[config.mk]
export PLATFORM = sky130hd
export DESIGN_NAME = emb_ram
export DESIGN_NICKNAME = d
export VERILOG_FILES = /design/src/design/emb_ram.sv
export SDC_FILE = /design/constraint.sdc
export NUM_CORES = 1
export LEC_CHECK = 0
export ABC_AREA = 1
export BUFFER_PORTS_ARGS = -buffer_cell sky130_fd_sc_hd__buf_2
export CORE_UTILIZATION = 52
export CTS_BUF_LIST = sky130_fd_sc_hd__clkbuf_8 sky130_fd_sc_hd__clkbuf_16
export CTS_CLUSTER_DIAMETER = 100
export DETAILED_ROUTE_END_ITERATION = 12
export PLACE_DENSITY = 0.79
export REMOVE_ABC_BUFFERS = 1
export SLEW_MARGIN = 0
export SYNTH_ARGS = -nofsm -noshare
export SYNTH_HDL_FRONTEND = slang
export SYNTH_SLANG_ARGS = --single-unit
[constraint.sdc]
create_clock -name clk -period 1.9 [get_ports clk]
set_input_delay 0.285 -clock clk [delete_from_list [all_inputs] [get_ports clk]]
set_output_delay 0.285 -clock clk [all_outputs]
set_load 0.005 [all_outputs]
[src/design/emb_ram.sv]
// ----------------------------------------------------------------------------
// emb_ram
// Generic simple dual-port RAM: one write port, one read port, registered
// read data.
// ----------------------------------------------------------------------------
module emb_ram #(
  parameter int WIDTH = 8,
  parameter int DEPTH = 2
) (
  input  logic                     clk,
  input  logic                     we,
  input  logic [$clog2(DEPTH)-1:0] waddr,
  input  logic [WIDTH-1:0]         wdata,
  input  logic [$clog2(DEPTH)-1:0] raddr,
  output logic [WIDTH-1:0]         rdata
);

  logic [WIDTH-1:0] mem_r [DEPTH];

  always_ff @(posedge clk) begin
    if (we) begin
      mem_r[waddr] <= wdata;
    end
    rdata <= mem_r[raddr];
  end

endmodule

==> results by stage <==
Setup path:
- Along the worst path, the maximum fanout reaches 8.
- STA puts the critical path data arrival time at slightly below 900 ps.
- The logic depth of the worst setup path including buffers is 2.
- The worst register-to-register path begins at mem_r[1][3].
- The worst reg2reg path endpoint is rdata[3].
- The critical path is of the primary input to flip-flop type.
- The end point of the critical path is mem_r[0][5].
- The internal reg-to-reg setup slack is about 1300 ps.
- Traced cell by cell, the critical path runs through buf_2 > nor2_1.
- The most critical setup path has its startpoint at waddr.
- The startpoint class of the critical path is a primary input.
- The data required time at the worst endpoint is roughly 1800 ps.
- Among all stages on the critical path, the largest delay is contributed by sky130_fd_sc_hd__nor2_1.
- In this design, the largest share of critical-path delay is due to simple AND/OR/NAND/NOR gates.
- The element type at the critical path end is a flip-flop.
- The number of cells on the worst reg-to-reg path is 2.
- The count of buffer and inverter cells on the critical path is 1.
- In this design, the stage delay of the slowest critical-path cell is roughly 500 ps.

Route:
- The top metal layer carrying routed signals is met3.
- The wire length on met3 is approximately 75 um.
- In the routed design, unresolved DRC markers number 0.
- After detailed routing, the number of vias per cell comes to 4.670.
- The routed layout has about 430 vias.
- After the first detailed-routing iteration, the DRC count stood at 22.
- The length of the first detailed-routing pass in iterations is 4.
- The met2 layer wire length in the routed design is 523 um.
- After detailed routing, the wire length on met1 is 406 um.
- The number of nets with antenna violations after routing is 0.
- The final layout contains routed wiring with a total length of 1005 um.
- In the final routed layout, each cell accounts on average for about 11 um.

Logic synthesis:
- The register area share after synthesis is a little over four fifths.
- The flop and latch count out of synthesis is 24.
- The number of synthesis warnings is 0.
- A synthesized cell averages roughly 14 sq um.
- The number of distinct library cells after synthesis is 7.
- The cell count after synthesis came out at 54.
- In this run the cell area of the synthesized design comes to between 700 and 800 sq um.

Timing:
- Setup repair after global routing left no endpoint under its margin.
- The final max-slew violation count came to 0.
- In the finished design, the share of the clock period the worst path needs comes to between 50 and 60%.
- For the final database, setup skew stands at ~0.50 ps.
- Setup violations remaining at the end of the flow were counted as 0.
- For the finished layout, the period the worst path requires is 989.4 ps.
- The slew at the pin closest to its max-slew limit is around 630 ps.
- The highest achievable clock rate is about 1000 MHz.
- The total count of hold-check failures in the final report is 0.
- The post-route setup TNS is 0 ps.
- The worst relative slew slack is between 50% and 60%.

Cells and area:
- The synthesis-to-layout area growth is 19.41%.
- The number of nets in the final layout is 89.
- The diode insertion count for antenna repair is 0.
- The library cell used most frequently in the layout, excluding fill and tap cells, is sky130_fd_sc_hd__nand2_1.
- The library cells used most frequently in the layout, excluding fill and tap cells, are sky130_fd_sc_hd__nand2_1, sky130_fd_sc_hd__buf_2, sky130_fd_sc_hd__edfxtp_1.
- The layout filler cell count is between 90 and 100.
- Cells with a size suffix above 1 make up a little under a third of the layout.

Clocking:
- The clock tree from TritonCTS is built.
- The longest clock path from root to sink contains 2 buffers.
- The total clock sinks is 24.
- At the later pin of the worst-skew pair, clock insertion delay measures about 260 ps.
- CTS built an H-tree with a depth of 1.
- Clock tree synthesis inserted a total of 3 buffers.
- After clock tree synthesis, the setup repair step added 0 buffers.
- The cell at the root of the clock tree is sky130_fd_sc_hd__clkbuf_8.
- Post-CTS repair changed the size of 0 cells.
- The clock input transition at the sequential cells of the worst setup and hold paths is 80 ps.
- The number of hold buffers added after CTS was 0.

Status:
- The flow ran to the end, and the final reports show no timing, DRC or antenna violations.

GRT:
- The number of antenna violations at the first check in global routing is 0.
- The number of global-route vias before repair is approximately 350.
- Entering global routing, the biggest net connects 14 pins.
- The total overflow left after global routing is 0.
- The total track usage is between 10% and 20%.
- The first-pass GRT wire length is ~1400 um.

Placement:
- Detailed placement finished with a half-perimeter wire length of approximately 650 um.
- The placer congestion estimate is approximately 0.67.
- The number of I/O port buffers is 19.

Job:
- The count of max-cap constraint violations is 0.

Power:
- The static power due to leakage is about 0.41 nW.
- Power spread over the standard cell area amounts to ~1000 nW/um^2.
- IR analysis of the VDD net gives a maximum drop of between 0.6 and 0.7 mV.
- After layout, the design draws a total of ~0.95 mW.

Floorplan:
- In this run the standard cell core region covers 1334 sq um.
- The initial utilization of the core area, before any placement, comes to between 50% and 60%.
- The die boundary height is between 40 and 50 um.
- In this run the core area contains 13 standard-cell rows.
- The count of boundary I/O pins is 20.
- The total die area is 1620 sq um.
- From left edge to right edge, the die measures 40.25 um.

Min path:
- The class of the most critical hold timing path is primary input to flip-flop.
-- synthesized netlist by cell type, drive strengths merged --
library cell / count / area (sq um)
dfxtp: 8 / 160.2
nand2: 25 / 93.84
buf: 1 / 11.26
nor2: 1 / 3.750
inv: 3 / 11.26
edfxtp: 16 / 480.5
-- where the power goes --
group          internal, mW  switching, mW
sequential            0.597        0.00864
combinational        0.0251         0.0322
clock                 0.144          0.143
total                 0.766          0.184
-- final cells by class --
type | count | area [sq um] | share of cell area, %
multi-input combinational | 26 | 97.59 | 10.74
timing repair buffer | 19 | 95.09 | 10.47
tap | 15 | 18.77 | 2.066
clock inverter | 1 | 3.754 | 0.4132
clock buffer | 3 | 41.29 | 4.545
sequential | 24 | 640.6 | 70.52
inverter | 3 | 11.26 | 1.240
-- registers in the layout, indices dropped and copies added, names as in the netlist --
register	flops
rdata	8
mem_r	16
-- cells by family after synthesis --
family                 share of synthesized area, %
AND/OR/NAND/NOR                               12.83
buffers and inverters                         2.960
flip-flops                                    84.21
-- metrics by stage --
step	setup slack [ps]	hold WS [ps]	instance area [sq um]	utilization (%)	instances
2_1_floorplan	855.1	383.9	749.5	-	53
3_5_place_dp	629.5	422.9	863.3	64.73	87
4_1_cts	908.1	207.7	908.4	68.11	91
5_1_grt	864.4	197.3	908.4	68.11	91
3_3_place_gp	660.9	419.1	863.3	64.73	87
6_report	910.6	211.2	908.4	68.11	91
-- worst min path at each step --
stage	depth (start not counted)	slack [ps]	startpoint	to
after floorplan	0	380	wdata[0]	mem_r[0][0]
after global placement	2	420	mem_r[0][4]	rdata[4]
after detailed placement	2	420	mem_r[0][6]	rdata[6]
after CTS	1	210	wdata[2]	mem_r[0][2]
after global routing	1	200	wdata[3]	mem_r[0][3]
final	1	210	wdata[0]	mem_r[1][0]
-- metal layers --
layer,global-route usage [%],up-vias
met4,7.500,0
met3,8.333,0
met5,0,-
met2,24.60,21
met1,15.47,186
li1,-,218
(Power assumes the default switching activity.)
